==> src/sv/sfck_pkg.sv <==
// ============================================================================
// sfck_pkg
// Shared types, constants and helpers for the scaled fast clock keeper.
// ============================================================================
package sfck_pkg;

    typedef enum logic [1:0] {
        CMD_TICK  = 2'd0,
        CMD_SYNC  = 2'd1,
        CMD_FOLD  = 2'd2,
        CMD_CLEAR = 2'd3
    } cmd_t;

    typedef enum logic [1:0] {
        DISP_NONE = 2'd0,
        DISP_HOLD = 2'd1,
        DISP_FAST = 2'd2,
        DISP_REAL = 2'd3
    } disp_t;

    typedef enum logic [1:0] {
        MER_24H = 2'd0,
        MER_AM  = 2'd1,
        MER_PM  = 2'd2
    } mer_t;

    typedef struct packed {
        logic [4:0] hours;
        logic [5:0] minutes;
        logic [5:0] seconds;
    } hms_t;

    // bit0 show fast, bit1 hold, bit2 fast 12h, bit3 real 12h
    typedef struct packed {
        logic real12;
        logic fast12;
        logic hold;
        logic fast;
    } mode_t;

    localparam int SEC_PER_MIN   = 60;
    localparam int MIN_PER_HOUR  = 60;
    localparam int HOURS_PER_DAY = 24;
    localparam int HALF_DAY      = 12;
    localparam int DECI_PER_SEC  = 10;
    localparam int CARRY_LIMIT   = 10;

    // x / 10 = (x * RECIP_10) >> 19, exact for 16 bit x
    localparam int RECIP_10        = 52429;
    localparam int RECIP_10_SHIFT  = 19;
    // x / 100 = (x * RECIP_100) >> 23, exact for 16 bit x
    localparam int RECIP_100       = 83887;
    localparam int RECIP_100_SHIFT = 23;
    // x / 60 = (x * RECIP_60) >> 19, exact for x below 10082
    localparam int RECIP_60        = 8739;
    localparam int RECIP_60_SHIFT  = 19;

    // 65536 = 6553 * 10 + 6: wrap point of the pending decisecond count
    localparam int PEND_WRAP_Q = 6553;
    localparam int PEND_WRAP_R = 6;

    localparam logic [7:0] TIMEOUT_RESET  = 8'd150;
    localparam logic [7:0] TO_DIRECT_MAX  = 8'd250;
    localparam logic [7:0] TO_CODE_30S    = 8'd251;
    localparam logic [7:0] TO_CODE_60S    = 8'd252;
    localparam logic [7:0] TO_CODE_90S    = 8'd253;
    localparam logic [7:0] TO_CODE_120S   = 8'd254;
    localparam logic [10:0] TO_LOAD_30S   = 11'd300;
    localparam logic [10:0] TO_LOAD_60S   = 11'd600;
    localparam logic [10:0] TO_LOAD_90S   = 11'd900;
    localparam logic [10:0] TO_LOAD_120S  = 11'd1200;

    function automatic logic [10:0] timeout_load(input logic [7:0] code);
        logic [10:0] load;
        if (code <= TO_DIRECT_MAX) begin
            load = {3'd0, code};
        end else begin
            case (code)
                TO_CODE_30S:  load = TO_LOAD_30S;
                TO_CODE_60S:  load = TO_LOAD_60S;
                TO_CODE_90S:  load = TO_LOAD_90S;
                TO_CODE_120S: load = TO_LOAD_120S;
                default:      load = 11'd0;
            endcase
        end
        return load;
    endfunction

endpackage

==> src/sv/sfck_fold.sv <==
// ============================================================================
// sfck_fold
// Adds whole seconds to a time of day, carrying into minutes and hours mod 24.
// ============================================================================
module sfck_fold (
    input  sfck_pkg::hms_t cur_hms,
    input  logic [12:0]    add_secs,
    output sfck_pkg::hms_t new_hms
);
    import sfck_pkg::*;

    logic [12:0] sec_sum;
    logic [26:0] sec_prod;
    logic [6:0]  min_carry;
    logic [12:0] carry_x60;
    logic [12:0] sec_left;
    logic [7:0]  min_sum;
    logic [5:0]  min_left;
    logic [1:0]  hour_carry;
    logic [5:0]  hour_sum;

    // seconds plus add stays below 6617
    assign sec_sum   = {7'd0, cur_hms.seconds} + add_secs;
    assign sec_prod  = {14'd0, sec_sum} * 27'(RECIP_60);
    assign min_carry = 7'(sec_prod >> RECIP_60_SHIFT);
    assign carry_x60 = {6'd0, min_carry} * 13'(SEC_PER_MIN);
    assign sec_left  = sec_sum - carry_x60;
    assign min_sum   = {2'd0, cur_hms.minutes} + {1'b0, min_carry};

    // minute sum is at most 173, so at most two hours carry
    always_comb begin
        if (min_sum >= 8'(2 * MIN_PER_HOUR)) begin
            min_left   = 6'(min_sum - 8'(2 * MIN_PER_HOUR));
            hour_carry = 2'd2;
        end else if (min_sum >= 8'(MIN_PER_HOUR)) begin
            min_left   = 6'(min_sum - 8'(MIN_PER_HOUR));
            hour_carry = 2'd1;
        end else begin
            min_left   = min_sum[5:0];
            hour_carry = 2'd0;
        end
    end

    assign hour_sum = {1'b0, cur_hms.hours} + {4'd0, hour_carry};

    always_comb begin
        new_hms.seconds = sec_left[5:0];
        new_hms.minutes = min_left;
        if (hour_sum >= 6'(HOURS_PER_DAY)) begin
            new_hms.hours = 5'(hour_sum - 6'(HOURS_PER_DAY));
        end else begin
            new_hms.hours = hour_sum[4:0];
        end
    end

endmodule

==> src/sv/sfck_display.sv <==
// ============================================================================
// sfck_display
// Picks the shown clock and formats its hour in 12 or 24 hour form.
// ============================================================================
module sfck_display (
    input  sfck_pkg::mode_t mode,
    input  sfck_pkg::hms_t  real_hms,
    input  sfck_pkg::hms_t  fast_hms,
    input  logic [10:0]     countdown,
    output sfck_pkg::disp_t state,
    output logic [4:0]      hour,
    output logic [5:0]      minute,
    output sfck_pkg::mer_t  mer
);
    import sfck_pkg::*;

    hms_t       sel_hms;
    logic       twelve;
    logic [4:0] h;

    assign sel_hms = mode.fast ? fast_hms : real_hms;
    assign twelve  = mode.fast ? mode.fast12 : mode.real12;
    assign h       = sel_hms.hours;

    always_comb begin
        state  = DISP_NONE;
        hour   = 5'd0;
        minute = 6'd0;
        mer    = MER_24H;
        if (countdown == 11'd0) begin
            state = DISP_NONE;
        end else if (mode.fast && mode.hold) begin
            state = DISP_HOLD;
        end else begin
            state  = mode.fast ? DISP_FAST : DISP_REAL;
            minute = sel_hms.minutes;
            if (twelve) begin
                if (h == 5'd0) begin
                    hour = 5'(HALF_DAY);
                end else if (h > 5'(HALF_DAY)) begin
                    hour = 5'(h - 5'(HALF_DAY));
                end else begin
                    hour = h;
                end
                mer = (h >= 5'(HALF_DAY)) ? MER_PM : MER_AM;
            end else begin
                hour = h;
            end
        end
    end

endmodule

==> src/sv/scaled_fast_clock_keeper.sv <==
// ============================================================================
// scaled_fast_clock_keeper
// Keeps a real and a scaled fast time of day, synced from time packets.
//
// Each request on the s_ side carries a command in s_tuser: a 10 Hz tick, a
// time packet sync, a fold of accumulated fast seconds, or a clear of
// validity. Every request produces exactly one result on the m_ side: the
// display state and the hour/minute to show (12 or 24 hour form) plus the
// remaining dead reckoning time. The block takes one request per clock
// unless a held result stalls it. A request waits in the input register
// until the result register can load; while m_tready stays low a held
// result keeps the request in the input register and s_tready drops. The
// shared clock state is updated in the same cycle as the result register,
// so each request sees the effect of the one before it. The ratio is split
// into hundreds, tens and units of tenths at sync time so ticks need only
// adds; pending deciseconds are held as whole seconds plus a 0..9 remainder
// so a fold is one add chain. The user writes timeout_code through
// cfg_we/cfg_wdata only while idle; the block does not enforce this.
// ============================================================================
module scaled_fast_clock_keeper (
    input  logic        aclk,
    input  logic        aresetn,

    input  logic        cfg_we,
    input  logic [7:0]  cfg_wdata,     // timeout_code

    input  logic        s_tvalid,
    output logic        s_tready,
    // real_hours[4:0], real_minutes[10:5], real_seconds[16:11],
    // mode_flags[20:17], fast_hours[25:21], fast_minutes[31:26],
    // fast_seconds[37:32], scale_factor[53:38], zero pad[55:54]
    input  logic [55:0] s_tdata,
    // cmd[1:0], has_fast_section[2]
    input  logic [2:0]  s_tuser,

    output logic        m_tvalid,
    input  logic        m_tready,
    // shown_hour[4:0], shown_minute[10:5], meridiem[12:11], valid_left[23:13]
    output logic [23:0] m_tdata,
    // display_state[1:0]
    output logic [1:0]  m_tuser
);
    import sfck_pkg::*;

    // ---------------------------------------------------------------- input
    logic        in_valid_reg;
    logic [53:0] in_data_reg;
    logic [2:0]  in_user_reg;
    logic        advance;

    // ----------------------------------------------------------- clock state
    logic [7:0]  timeout_reg;
    hms_t        real_hms_reg,  real_hms_next;
    hms_t        fast_hms_reg,  fast_hms_next;
    mode_t       mode_reg,      mode_next;
    logic [9:0]  ratio_hund_reg, ratio_hund_next;   // ratio / 100
    logic [3:0]  ratio_dec_reg,  ratio_dec_next;    // (ratio / 10) % 10
    logic [3:0]  ratio_unit_reg, ratio_unit_next;   // ratio % 10
    logic [12:0] pend_q_reg,    pend_q_next;        // pending / 10
    logic [3:0]  pend_r_reg,    pend_r_next;        // pending % 10
    logic [4:0]  carry_reg,     carry_next;
    logic [10:0] countdown_reg, countdown_next;

    // --------------------------------------------------------------- output
    logic        out_valid_reg;
    logic [23:0] out_data_reg;
    logic [1:0]  out_user_reg;

    // ------------------------------------------------------- request fields
    cmd_t        in_cmd;
    logic        in_has_fast;
    hms_t        in_real_hms;
    hms_t        in_fast_hms;
    mode_t       in_mode;
    logic [15:0] in_scale;

    assign in_cmd      = cmd_t'(in_user_reg[1:0]);
    assign in_has_fast = in_user_reg[2];
    assign in_real_hms = '{hours: in_data_reg[4:0], minutes: in_data_reg[10:5],
                           seconds: in_data_reg[16:11]};
    assign in_mode     = mode_t'(in_data_reg[20:17]);
    assign in_fast_hms = '{hours: in_data_reg[25:21], minutes: in_data_reg[31:26],
                           seconds: in_data_reg[37:32]};
    assign in_scale    = in_data_reg[53:38];

    // Handshake: input register refills while the result register drains.
    assign advance  = in_valid_reg && (!out_valid_reg || m_tready);
    assign s_tready = !in_valid_reg || advance;

    // ------------------------------------------------- ratio split on sync
    logic [32:0] scale_prod100;
    logic [31:0] scale_prod10;
    logic [9:0]  scale_hund;
    logic [12:0] scale_tens;
    logic [15:0] scale_tens_x10;
    logic [12:0] scale_hund_x10;
    logic [15:0] scale_unit;
    logic [12:0] scale_dec;

    assign scale_prod100  = {17'd0, in_scale} * 33'(RECIP_100);
    assign scale_prod10   = {16'd0, in_scale} * 32'(RECIP_10);
    assign scale_hund     = 10'(scale_prod100 >> RECIP_100_SHIFT);
    assign scale_tens     = 13'(scale_prod10 >> RECIP_10_SHIFT);
    assign scale_tens_x10 = {3'd0, scale_tens} * 16'(DECI_PER_SEC);
    assign scale_hund_x10 = {3'd0, scale_hund} * 13'(DECI_PER_SEC);
    assign scale_unit     = in_scale - scale_tens_x10;
    assign scale_dec      = scale_tens - scale_hund_x10;

    // ------------------------------------------------------ tick accumulate
    logic        fast_running;
    logic [4:0]  carry_sum;
    logic        carry_out;
    logic [4:0]  carry_left;
    logic [4:0]  rem_sum;
    logic        rem_hi;
    logic [3:0]  rem_adj;
    logic [12:0] quo_sum;
    logic        pend_wrap;
    logic [12:0] tick_q;
    logic [3:0]  tick_r;

    assign fast_running = mode_reg.fast && !mode_reg.hold;

    // fractional tenths are released only when strictly above ten
    assign carry_sum  = carry_reg + {1'b0, ratio_unit_reg};
    assign carry_out  = carry_sum > 5'(CARRY_LIMIT);
    assign carry_left = carry_out ? 5'(carry_sum - 5'(CARRY_LIMIT)) : carry_sum;

    assign rem_sum = {1'b0, pend_r_reg} + {1'b0, ratio_dec_reg} + {4'd0, carry_out};
    assign rem_hi  = rem_sum >= 5'(DECI_PER_SEC);
    assign rem_adj = rem_hi ? 4'(rem_sum - 5'(DECI_PER_SEC)) : rem_sum[3:0];
    assign quo_sum = pend_q_reg + {3'd0, ratio_hund_reg} + {12'd0, rem_hi};

    // pending count wraps modulo 65536
    assign pend_wrap = (quo_sum > 13'(PEND_WRAP_Q)) ||
                       ((quo_sum == 13'(PEND_WRAP_Q)) && (rem_adj >= 4'(PEND_WRAP_R)));

    always_comb begin
        tick_q = quo_sum;
        tick_r = rem_adj;
        if (pend_wrap) begin
            if (rem_adj >= 4'(PEND_WRAP_R)) begin
                tick_q = 13'(quo_sum - 13'(PEND_WRAP_Q));
                tick_r = 4'(rem_adj - 4'(PEND_WRAP_R));
            end else begin
                tick_q = 13'(quo_sum - 13'(PEND_WRAP_Q + 1));
                tick_r = 4'(rem_adj + 4'(DECI_PER_SEC - PEND_WRAP_R));
            end
        end
    end

    // ----------------------------------------------------------------- fold
    hms_t folded_hms;
    logic fold_go;

    assign fold_go = fast_running && (pend_q_reg != 13'd0);

    sfck_fold u_fold (
        .cur_hms  (fast_hms_reg),
        .add_secs (pend_q_reg),
        .new_hms  (folded_hms)
    );

    // ---------------------------------------------------------- next state
    always_comb begin
        real_hms_next   = real_hms_reg;
        fast_hms_next   = fast_hms_reg;
        mode_next       = mode_reg;
        ratio_hund_next = ratio_hund_reg;
        ratio_dec_next  = ratio_dec_reg;
        ratio_unit_next = ratio_unit_reg;
        pend_q_next     = pend_q_reg;
        pend_r_next     = pend_r_reg;
        carry_next      = carry_reg;
        countdown_next  = countdown_reg;
        case (in_cmd)
            CMD_TICK: begin
                if (countdown_reg != 11'd0) begin
                    countdown_next = countdown_reg - 11'd1;
                end
                if (fast_running) begin
                    pend_q_next = tick_q;
                    pend_r_next = tick_r;
                    carry_next  = carry_left;
                end
            end
            CMD_SYNC: begin
                real_hms_next = in_real_hms;
                mode_next     = in_mode;
                if (in_has_fast) begin
                    fast_hms_next   = in_fast_hms;
                    ratio_hund_next = scale_hund;
                    ratio_dec_next  = scale_dec[3:0];
                    ratio_unit_next = scale_unit[3:0];
                end
                pend_q_next    = 13'd0;
                pend_r_next    = 4'd0;
                carry_next     = 5'd0;
                countdown_next = timeout_load(timeout_reg);
            end
            CMD_FOLD: begin
                // whole seconds fold in; the sub-second remainder stays
                if (fold_go) begin
                    fast_hms_next = folded_hms;
                    pend_q_next   = 13'd0;
                end
            end
            CMD_CLEAR: begin
                countdown_next = 11'd0;
            end
            default: begin
                countdown_next = countdown_reg;
            end
        endcase
    end

    // -------------------------------------------------------------- display
    disp_t      disp_state;
    logic [4:0] disp_hour;
    logic [5:0] disp_minute;
    mer_t       disp_mer;

    sfck_display u_display (
        .mode      (mode_next),
        .real_hms  (real_hms_next),
        .fast_hms  (fast_hms_next),
        .countdown (countdown_next),
        .state     (disp_state),
        .hour      (disp_hour),
        .minute    (disp_minute),
        .mer       (disp_mer)
    );

    // ------------------------------------------------------------ registers
    always_ff @(posedge aclk) begin
        if (!aresetn) begin
            timeout_reg <= TIMEOUT_RESET;
        end else if (cfg_we) begin
            timeout_reg <= cfg_wdata;
        end
    end

    always_ff @(posedge aclk) begin
        if (!aresetn) begin
            in_valid_reg <= 1'b0;
        end else if (s_tvalid && s_tready) begin
            in_valid_reg <= 1'b1;
        end else if (advance) begin
            in_valid_reg <= 1'b0;
        end
    end

    always_ff @(posedge aclk) begin
        if (s_tvalid && s_tready) begin
            in_data_reg <= s_tdata[53:0];
            in_user_reg <= s_tuser;
        end
    end

    always_ff @(posedge aclk) begin
        if (!aresetn) begin
            real_hms_reg   <= '0;
            fast_hms_reg   <= '0;
            mode_reg       <= '0;
            ratio_hund_reg <= 10'd0;    // ratio 10: one decisecond a tick
            ratio_dec_reg  <= 4'd1;
            ratio_unit_reg <= 4'd0;
            pend_q_reg     <= 13'd0;
            pend_r_reg     <= 4'd0;
            carry_reg      <= 5'd0;
            countdown_reg  <= 11'd0;
        end else if (advance) begin
            real_hms_reg   <= real_hms_next;
            fast_hms_reg   <= fast_hms_next;
            mode_reg       <= mode_next;
            ratio_hund_reg <= ratio_hund_next;
            ratio_dec_reg  <= ratio_dec_next;
            ratio_unit_reg <= ratio_unit_next;
            pend_q_reg     <= pend_q_next;
            pend_r_reg     <= pend_r_next;
            carry_reg      <= carry_next;
            countdown_reg  <= countdown_next;
        end
    end

    always_ff @(posedge aclk) begin
        if (!aresetn) begin
            out_valid_reg <= 1'b0;
        end else if (advance) begin
            out_valid_reg <= 1'b1;
        end else if (m_tready) begin
            out_valid_reg <= 1'b0;
        end
    end

    always_ff @(posedge aclk) begin
        if (advance) begin
            out_data_reg <= {countdown_next, disp_mer, disp_minute, disp_hour};
            out_user_reg <= disp_state;
        end
    end

    assign m_tvalid = out_valid_reg;
    assign m_tdata  = out_data_reg;
    assign m_tuser  = out_user_reg;

`ifndef SYNTHESIS
    a_carry_range: assert property (@(posedge aclk) disable iff (!aresetn)
        carry_reg <= 5'(CARRY_LIMIT))
        else $error("tenths carry out of range");

    a_pend_rem_range: assert property (@(posedge aclk) disable iff (!aresetn)
        pend_r_reg < 4'(DECI_PER_SEC))
        else $error("pending remainder out of range");

    a_countdown_range: assert property (@(posedge aclk) disable iff (!aresetn)
        countdown_reg <= TO_LOAD_120S)
        else $error("countdown above largest load");

    a_fold_normal: assert property (@(posedge aclk) disable iff (!aresetn)
        (advance && in_cmd == CMD_FOLD && fold_go) |=>
        (fast_hms_reg.seconds < 6'(SEC_PER_MIN) && fast_hms_reg.minutes < 6'(MIN_PER_HOUR)
         && fast_hms_reg.hours < 5'(HOURS_PER_DAY) && pend_q_reg == 13'd0))
        else $error("fold left fast time unnormalized");

    a_blank_when_invalid: assert property (@(posedge aclk) disable iff (!aresetn)
        (out_valid_reg && (out_user_reg == DISP_NONE || out_user_reg == DISP_HOLD))
        |-> (out_data_reg[12:0] == 13'd0))
        else $error("time shown while invalid or held");
`endif

endmodule
==> config.mk <==
export PLATFORM = sky130hd
export DESIGN_NAME = scaled_fast_clock_keeper
export DESIGN_NICKNAME = d
export VERILOG_FILES = /design/src/sv/sfck_pkg.sv /design/src/sv/sfck_fold.sv /design/src/sv/sfck_display.sv /design/src/sv/scaled_fast_clock_keeper.sv
export SDC_FILE = /design/constraint.sdc
export NUM_CORES = 1
export LEC_CHECK = 0
export BUFFER_PORTS_ARGS = -buffer_cell sky130_fd_sc_hd__buf_2
export CORE_AREA = 2 2 173 175
export DETAILED_ROUTE_END_ITERATION = 10
export DIE_AREA = 0 0 175 177
export MAX_ROUTING_LAYER = met4
export PLACE_DENSITY = 0.95
export SETUP_SLACK_MARGIN = 0.2
export SYNTH_ARGS = -nofsm -noshare
export SYNTH_HDL_FRONTEND = slang
export SYNTH_SLANG_ARGS = --single-unit
==> constraint.sdc <==
create_clock -name aclk -period 18.2 [get_ports aclk]
set_clock_uncertainty 0.05 [all_clocks]
set_input_delay 1.82 -clock aclk [delete_from_list [all_inputs] [get_ports aclk]]
set_output_delay 1.82 -clock aclk [all_outputs]
set_load 0.01 [all_outputs]
==> out/metrics.cfg, run 1 <==
[status]
status=finished, final reports clean

[layout]
antenna_cells=0
areaGrowthSynthToFinish_pct=6.90
fin_nets=2738
layout-drive-gt1-share=0.0822
largest_register_ffs=48
final_cells=2532

[placed_design]
placed_cells_incl_taps=2500
io_buffers=91
dp_hpwl_mm=39.7
gp_congestion=0.978

[worst_setup_path]
r2r_cells=52
crit_top_cell=ha_1
cp_max_fo=9
crit_path_end_kind=flop
path_class=flop to flop
rr_startpoint=pend_q_reg[1]
critical_path.max_stage_delay_ns=0.55
regToRegEndpoint=m_tdata[2]
crit_slowest_cell=fa_1
crit_arrival_ns=12.94
start_kind=flop
rrSetupSlack_ns=5.38
cp.required_ns=18.32

[yosys]
synth-xor-area-share=0.0389
synth_flop_cell=dfxtp_1
synth_top_family_by_area=adder cells
syn-cell-area_mm2=0.0199
synth-seq-area-share=0.210
yosysUniqueCellTypes=88
synthCells=2065
avgSynthCellArea_um2=9.64
ys_warn_count=0
syn_nets=2674
ys_ff_latch=170
async_flop_share=0
synth_edf_count=77
synth_adder_area_share=0.411
synth_compound_area_frac=0.132
synth_mux_area_frac=0.0232
synthSimpleGateAreaFrac=0.109

[flow_run]
max-cap-violations=0

[power]
clkPwrFrac=0.130
p_switching_mw=1.33
p_per_area_mw_per_mm2=134
power_leakage_nw=10.3
power_frac_seq=0.157
p_sw_frac=0.466
pwr-share-comb=0.712
power.internal_mw=1.53
irDropWorstVdd_mv=0.258

[clock_network]
cts_root_buf=clkbuf_16
insertion_delay_ns=0.44
path_clk_slew_ns=0.07
cts_tree=built
clockBufferDepth=2
postCtsHoldBufs=0
numCtsBuffers=17
cts_sinks=170
h-tree-depth=4
postCtsResizedCells=0
cts_setup_buffers=0

[detailed_routing]
postRouteAntennaNets=0
num_vias=16332
first_pass_iters=6
post-route-drc-count=0
drt_iter0_drc=1709
routed_wl_mm=52.1
wl_per_cell_um=20.6
via_per_inst=6.45

[global_routing]
grt_usage=0.355
grt_max_degree=63
overflow=0
grt_pass1_vias=17044
grt_pass1_wl_mm=84.3
antenna_found_initial=0

[floorplanning]
start_util=0.681
dieArea_mm2=0.0310
fp-row-count=63
core_area_mm2=0.0292
die_x_um=175
io_pins=100
die_y_um=177

[worst_hold_path]
holdPathEnd=real_hms_reg[14]
hp-start=real_hms_reg[14]
hp-class=flop to flop
hold_path_depth=2

[sta]
final-hold-violation-count=0
layout_min_cycle_time_ns=12.82
drv_slew=0
relSlewSlack=0.257
fin_hold_ws_ns=0.414
finalSetupViolCount=0
period_share=0.704
fin_tns_setup_ns=0
rsz0062_at_grt=false
fmax_mhz=78.0
worst_slew_pin_slew_ns=1.12

==> layout make-up <==
type | count | area, um^2
Clock buffer | 18 | 429
Inverter | 343 | 1290
Multi-Input combinational cell | 1497 | 14200
Fill cell | 1842 | 7970
Tap cell | 390 | 488
Clock inverter | 14 | 156
Sequential cell | 170 | 4170
Timing Repair Buffer | 100 | 523
==> synthesized netlist by cell type, drive strengths merged (9+ instances only) <==
library cell	n	area, um^2
a211oi	33	253
nor2	120	455
fa	194	3880
o211ai	10	75.1
buf	9	52.5
dfxtp	93	1860
ha	343	4290
a21o	24	180
mux2i	39	390
nand3	32	165
o31a	11	96.3
clkbuf	46	173
nand2b	9	56.3
a21oi	94	474
xnor2	56	490
nand4	17	113
or2	13	81.3
xor2	22	193
inv	343	1290
o21ai	84	428
nor2b	18	113
nor3b	14	105
nor3	41	210
a31oi	17	106
edfxtp	77	2310
o31ai	12	95.1
o21a	19	143
nor4	10	68.8
nand2	128	490
and2	10	62.6
o21bai	9	67.6
==> routing by layer <==
layer,GRT usage,share of wire,up-vias
li1,-,-,7225
met1,0.394,0.37,7830
met2,0.605,0.49,959
met3,0.0595,0.078,318
met4,0.207,0.064,0
met5,-,0,-
==> worst max-delay path, delay by kind of cell (launching register included) <==
kind | cells | cell delay (ns)
buffers and inverters | 4 | 0.34
DFF | 1 | 0.50
muxes | 1 | 0.20
adders and majority gates | 12 | 4.13
AOI/OAI and AO/OA | 20 | 4.53
xor gates and xnor gates | 2 | 0.62
and+or+nand+nor | 13 | 2.18
==> worst max path at each step <==
stage	start	endpoint
floorplan	flop	m_tdata[3]
global placement	pend_q_reg[1]	m_tdata[3]
detailed placement	pend_q_reg[1]	m_tdata[3]
CTS	pend_q_reg[1]	m_tdata[2]
global route	pend_q_reg[1]	m_tdata[2]
finish	pend_q_reg[1]	m_tdata[2]
==> kinds of logic (layout without fill, tap and decap cells) <==
kind of cell / after synthesis / count (layout)
xor gates and xnor gates: 82 / 82
muxes: 45 / 45
adders and majority gates: 537 / 537
buffers and inverters: 398 / 475
DFF: 170 / 170
and+or+nand+nor: 445 / 445
AOI/OAI and AO/OA: 388 / 388
==> power groups by stage <==
stage | Clock, mW | Sequential [mW] | Combinational (mW)
after floorplan | 0 | 0.447 | 1.47
after global placement | 0 | 0.455 | 1.78
after detailed placement | 0 | 0.456 | 1.95
after CTS | 0.369 | 0.448 | 2.03
after global routing | 0.384 | 0.451 | 2.29
final | 0.372 | 0.450 | 2.04
==> layout by cell type, fill, tap and decap left out, drive strengths merged, types with 39 or more instances in the layout <==
| cell type | netlist | layout |
|---|---|---|
| a21oi | 94 | 94 |
| edfxtp | 77 | 77 |
| inv | 343 | 351 |
| nor2 | 120 | 120 |
| xnor2 | 56 | 56 |
| ha | 343 | 343 |
| nand2 | 128 | 128 |
| mux2i | 39 | 39 |
| dfxtp | 93 | 93 |
| nor3 | 41 | 41 |
| o21ai | 84 | 84 |
| fa | 194 | 194 |
| buf | 9 | 100 |
==> per-stage QoR <==
step / worst slack, ns / utilization / total power, mW / area [um^2]
after floorplan: 7.19 / - / 1.92 / 19900
after global placement: 6.16 / 0.707 / 2.23 / 20700
after detailed placement: 5.70 / 0.707 / 2.41 / 20700
after CTS: 5.60 / 0.727 / 2.85 / 21300
after global routing: 4.62 / 0.727 / 3.12 / 21300
final: 5.38 / 0.727 / 2.86 / 21300
No activity file was read; power rests on OpenSTA's default activity.
==> run 2, diff against run 1 <==
--- a/config.mk
+++ b/config.mk
@@ -6,11 +6,11 @@
 export NUM_CORES = 1
 export LEC_CHECK = 0
 export BUFFER_PORTS_ARGS = -buffer_cell sky130_fd_sc_hd__buf_2
-export CORE_AREA = 2 2 173 175
+export CORE_AREA = 2 2 189 191
 export DETAILED_ROUTE_END_ITERATION = 10
-export DIE_AREA = 0 0 175 177
+export DIE_AREA = 0 0 191 193
 export MAX_ROUTING_LAYER = met4
-export PLACE_DENSITY = 0.95
+export PLACE_DENSITY = 0.87
 export SETUP_SLACK_MARGIN = 0.2
 export SYNTH_ARGS = -nofsm -noshare
 export SYNTH_HDL_FRONTEND = slang
==> constraint.sdc (replaced) <==
create_clock -name aclk -period 10.9 [get_ports aclk]
set_clock_uncertainty 0.05 [all_clocks]
set_input_delay 1.09 -clock aclk [delete_from_list [all_inputs] [get_ports aclk]]
set_output_delay 1.09 -clock aclk [all_outputs]
set_load 0.01 [all_outputs]
==> run 2 against run 1 <==
  * The run now ends with DRC left
  * Via count decreased by 3.2%
  * Non-clock buffer count up 68
  * Combinational power increased by 56%
  * Sequential cell count stayed put
  * Wire length shrank 3.8%
  * Highest routed layer unchanged
  * Clock-buffer cell count fell by 1
  * Register-to-register slack lost 5.3 ns
  * Fmax rose by 19%
  * Sequential power rose by 66%
  * First-iteration DRC count is 30% lower
  * Final area is 4.8% higher
==> out/metrics.cfg, run 2 (synthesis gave the netlist of run 1 again) <==
[detailed_routing]
num_vias=15813
wl_per_cell_um=18.8
postRouteAntennaNets=0
drt_iter0_drc=1190
routed_wl_mm=50.1
first_pass_iters=9
via_per_inst=5.92
post-route-drc-count=1

[floorplanning]
start_util=0.569
core_area_mm2=0.0350
die_x_um=191
fp-row-count=69
die_y_um=193
dieArea_mm2=0.0369
io_pins=100

[sta]
fin_tns_setup_ns=0
drv_slew=0
finalSetupViolCount=0
fmax_mhz=92.5
final-hold-violation-count=0
period_share=0.992
relSlewSlack=0.291
worst_slew_pin_slew_ns=1.06
fin_hold_ws_ns=0.406
layout_min_cycle_time_ns=10.81
rsz0062_at_grt=true

[layout]
largest_register_ffs=48
fin_nets=2806
layout-drive-gt1-share=0.141
final_cell_mix=inv_1 (336), ha_1 (330), fa_1 (190)
areaGrowthSynthToFinish_pct=12.0
fillers=2629
layout_commonest_cell=inv_1
final_cells=2672

[worst_setup_path]
crit_arrival_ns=10.92
crit_slowest_cell=fa_1
regToRegEndpoint=m_tdata[2]
crit_top_cell=a21oi_2
cp.required_ns=11.02
start_kind=flop
rrSetupSlack_ns=0.09
cp_max_fo=3
critical_path.max_stage_delay_ns=0.58
path_class=flop to flop
r2r_cells=52
crit_path_end_kind=flop

[global_routing]
grt_pass1_wl_mm=80.7
antenna_found_initial=1
overflow=0
grt_pass1_vias=16200
grt_usage=0.283
grt_max_degree=66

[flow_run]
max-cap-violations=0

[clock_network]
cts_sinks=170
numCtsBuffers=17
clockBufferDepth=2
h-tree-depth=4
cts_tree=built
cts_root_buf=clkbuf_16
path_clk_slew_ns=0.07
insertion_delay_ns=0.44

[placed_design]
io_buffers=91
placed_cells_incl_taps=2611
gp_congestion=0.970
dp_hpwl_mm=38.5

[status]
violations=DRC
status=complete, but fails checks

[worst_hold_path]
hold_path_depth=2
holdPathEnd=real_hms_reg[16]
hp-class=flop to flop
hp-start=real_hms_reg[16]

[power]
power_leakage_nw=10.6
irDropWorstVdd_mv=0.395
p_per_area_mw_per_mm2=204

run 2: cell count changes in the layout (fill, tap and decap cells not counted), moves of 5 or more:
cell	before	now
nor2_1	118	113
ha_1	343	330
buf_4	9	75
a21oi_1	93	84
o21ai_1	6	11
ha_4	0	9
o21ai_0	76	68
a21oi_2	1	9
run 2: stage by stage:
stage               worst slack, ns  area [um^2]   util  total power, mW
detailed placement           -0.328        21100  0.604             3.93
global placement             0.0228        21100  0.604             3.76
CTS                           0.210        22000  0.628             4.57
floorplan                     0.203        19900      -             3.21
global route                 -0.200        22300  0.638             5.05
finish                       0.0910        22300  0.638             4.55
run 2: worst max-delay path, delay by kind of cell, from the launching register on:
family,cells,cell delay (ns)
compound gates,22,4.10
xor+xnor,3,0.42
fa+ha+maj,11,3.53
buf+inv,3,0.17
flops,1,0.35
mux,1,0.16
simple gates,12,1.75
run 2: worst max-delay path by stage:
stage / from / endpoint / slack, ns / cells after the start
2_1_floorplan: flop / m_tdata[3] / 0.20 / 51
3_3_place_gp: flop / m_tdata[3] / 0.02 / 49
3_5_place_dp: flop / m_tdata[3] / -0.33 / 49
4_1_cts: flop / m_tdata[2] / 0.21 / 53
5_1_grt: flop / m_tdata[2] / -0.20 / 54
6_report: flop / m_tdata[2] / 0.09 / 52
run 2: area by class of cell:
| type | instances | area (um^2) | share of cell area |
|---|---|---|---|
| diodes | 1 | 2.50 | 0.000112 |
| clock inverters | 15 | 174 | 0.00780 |
| well taps | 461 | 577 | 0.0259 |
| flip-flops and latches | 170 | 4180 | 0.188 |
| repair buffers | 168 | 1040 | 0.0467 |
| multi-input cells | 1497 | 14600 | 0.655 |
| inverters | 343 | 1290 | 0.0579 |
| clock buffers | 17 | 425 | 0.0191 |
run 2: what timing repair did:
action | 4_1_cts | 5_1_grt
hold buffers | 0 | 0
endpoints found under the setup margin | 5 | 5
pin swaps | 33 | 64
buffers inserted | 20 | 8
gates resized for setup | 25 | 58
run 2: routing by layer:
metal / routed length (um) / global-route usage / vias to the layer above
li1: - / - / 7364
met1: 20200 / 0.339 / 7722
met2: 25600 / 0.494 / 592
met3: 2580 / 0.0306 / 135
met4: 1700 / 0.107 / 0
met5: 0 / - / -
run 2: where the power goes:
group          total (mW)  switching, mW  internal [mW]
Clock               0.610          0.300          0.310
Combinational        3.19           1.72           1.47
Sequential          0.749         0.0429          0.706
Total                4.55           2.07           2.48
==> run 3, diff against run 2 <==
--- a/config.mk
+++ b/config.mk
@@ -6,11 +6,13 @@
 export NUM_CORES = 1
 export LEC_CHECK = 0
 export BUFFER_PORTS_ARGS = -buffer_cell sky130_fd_sc_hd__buf_2
-export CORE_AREA = 2 2 189 191
+export CELL_PAD_IN_SITES_DETAIL_PLACEMENT = 0
+export CELL_PAD_IN_SITES_GLOBAL_PLACEMENT = 1
+export CORE_AREA = 10 10 222 224
 export DETAILED_ROUTE_END_ITERATION = 10
-export DIE_AREA = 0 0 191 193
+export DIE_AREA = 0 0 232 234
 export MAX_ROUTING_LAYER = met4
-export PLACE_DENSITY = 0.87
+export PLACE_DENSITY = 0.86
 export SETUP_SLACK_MARGIN = 0.2
 export SYNTH_ARGS = -nofsm -noshare
 export SYNTH_HDL_FRONTEND = slang
==> run 3 against run 2 <==
  * Sequential share of layout area about the same
  * Register-to-register slack improved by 0.32 ns
  * Critical path depth rose by 1
  * Clock-buffer cell count unchanged
  * Highest routed layer unchanged
  * Die area up 47%
  * Worst setup slack improved by 0.32 ns
  * The flow now finishes without violations
  * Largest cell class unchanged
  * Clock power grew 1%
  * Final cell count increased by 4.8%
==> out/metrics.cfg, run 3 (synthesis gave the netlist of run 1 again) <==
[status]
status=finished, final reports clean

[worst_setup_path]
path_class=flop to flop
start_kind=flop
rrSetupSlack_ns=0.41
cp.required_ns=11.04
crit_slowest_cell=fa_2
crit_path_end_kind=flop
cp_max_fo=4
critical_path.max_stage_delay_ns=0.60
crit_arrival_ns=10.62

[sta]
finalSetupViolCount=0
final-hold-violation-count=0
fmax_mhz=95.4
layout_min_cycle_time_ns=10.49
fin_tns_setup_ns=0
rsz0062_at_grt=true
relSlewSlack=0.289
drv_slew=0
worst_slew_pin_slew_ns=1.06
period_share=0.962

[clock_network]
numCtsBuffers=17
clockBufferDepth=2
path_clk_slew_ns=0.08
cts_root_buf=clkbuf_16
h-tree-depth=4
cts_sinks=170
insertion_delay_ns=0.46
cts_tree=built

[placed_design]
gp_congestion=0.938
io_buffers=91
dp_hpwl_mm=39.8

[layout]
largest_register_ffs=48
areaGrowthSynthToFinish_pct=11.9
fillers=4108
antenna_cells=0
utilization=0.496
seq_area_mm2=0.00418
multi_input_area_mm2=0.0145
layout_commonest_cell=inv_1
layout-drive-gt1-share=0.129
fin_nets=2797
final_cell_mix=inv_1 (337), ha_1 (331), fa_1 (190)

[detailed_routing]
met2WireLength_mm=24.9
wl_met1_mm=20.7
highest_layer=met4
postRouteAntennaNets=0
post-route-drc-count=0
first_pass_iters=8
wl_per_cell_um=17.5
via_per_inst=5.45
routed_wl_mm=49.0
num_vias=15257
drt_iter0_drc=966
wl_met3_mm=2.21

[global_routing]
grt_pass1_vias=15999
grt_pass1_wl_mm=80.9
antenna_found_initial=0
overflow=0
grt_max_degree=58
grt_usage=0.189

[floorplanning]
core_area_mm2=0.0449
die_x_um=232
io_pins=100
fp-row-count=78
die_y_um=234
dieArea_mm2=0.0543
start_util=0.443

[flow_run]
max-cap-violations=0

[power]
power_leakage_nw=10.6
p_per_area_mw_per_mm2=202
irDropWorstVdd_mv=0.390

[worst_hold_path]
hp-class=flop to flop

==> run 3: path summary, 6_finish.rpt <==
| check | start | to | cells after the start |
|---|---|---|---|
| worst max register to register | pend_q_reg[1] | m_tdata[2] | 53 |
| worst max-delay path | pend_q_reg[1] | m_tdata[2] | 53 |
| worst min register to register | real_hms_reg[7] | real_hms_reg[7] | 2 |
| worst min-delay path | real_hms_reg[7] | real_hms_reg[7] | 2 |
==> run 3: layout make-up <==
cell class	instances	share of cell area
clock buffers	17	0.0191
repair buffers	159	0.0435
well taps	600	0.0337
inverters	343	0.0578
clock inverters	15	0.00775
flip-flops and latches	170	0.188
multi-input cells	1497	0.650
==> run 3: report_power, final <==
part           switching [mW]  internal [mW]  total (mW)
Sequential             0.0417          0.705       0.747
Clock                   0.309          0.309       0.619
Combinational            1.68           1.46        3.14
==> run 3: metal layers <==
layer,vias to the layer above,track usage
met5,-,-
met4,0,0.0609
met3,70,0.0253
met2,410,0.327
met1,7429,0.224
li1,7348,-
==> run 3: what timing repair did <==
item | 4_1_cts | 5_1_grt
setup buffers | 3 | 7
gates resized for setup | 14 | 43
setup endpoints to repair | 5 | 5
hold buffers | 0 | 0
pin swaps | 22 | 49
==> run 3: worst max-delay path, delay by kind of cell (launching register included) <==
family,cells,cell delay (ns)
compound gates,23,4.28
fa+ha+maj,12,3.22
simple gates,11,1.52
xor+xnor,3,0.38
flops,1,0.37
buf+inv,3,0.28
mux,1,0.16
==> run 3: through the flow <==
| stage | total power [mW] | setup slack [ns] | hold WS [ns] | instance area, um^2 | instances |
|---|---|---|---|---|---|
| floorplan | 3.21 | 0.203 | 0.384 | 19900 | 2065 |
| global placement | 3.81 | -0.117 | 0.389 | 21400 | 2759 |
| detailed placement | 3.91 | -0.288 | 0.397 | 21400 | 2759 |
| CTS | 4.57 | 0.205 | 0.408 | 22000 | 2794 |
| global route | 5.07 | -0.0789 | 0.429 | 22300 | 2801 |
| finish | 4.51 | 0.413 | 0.404 | 22300 | 2801 |
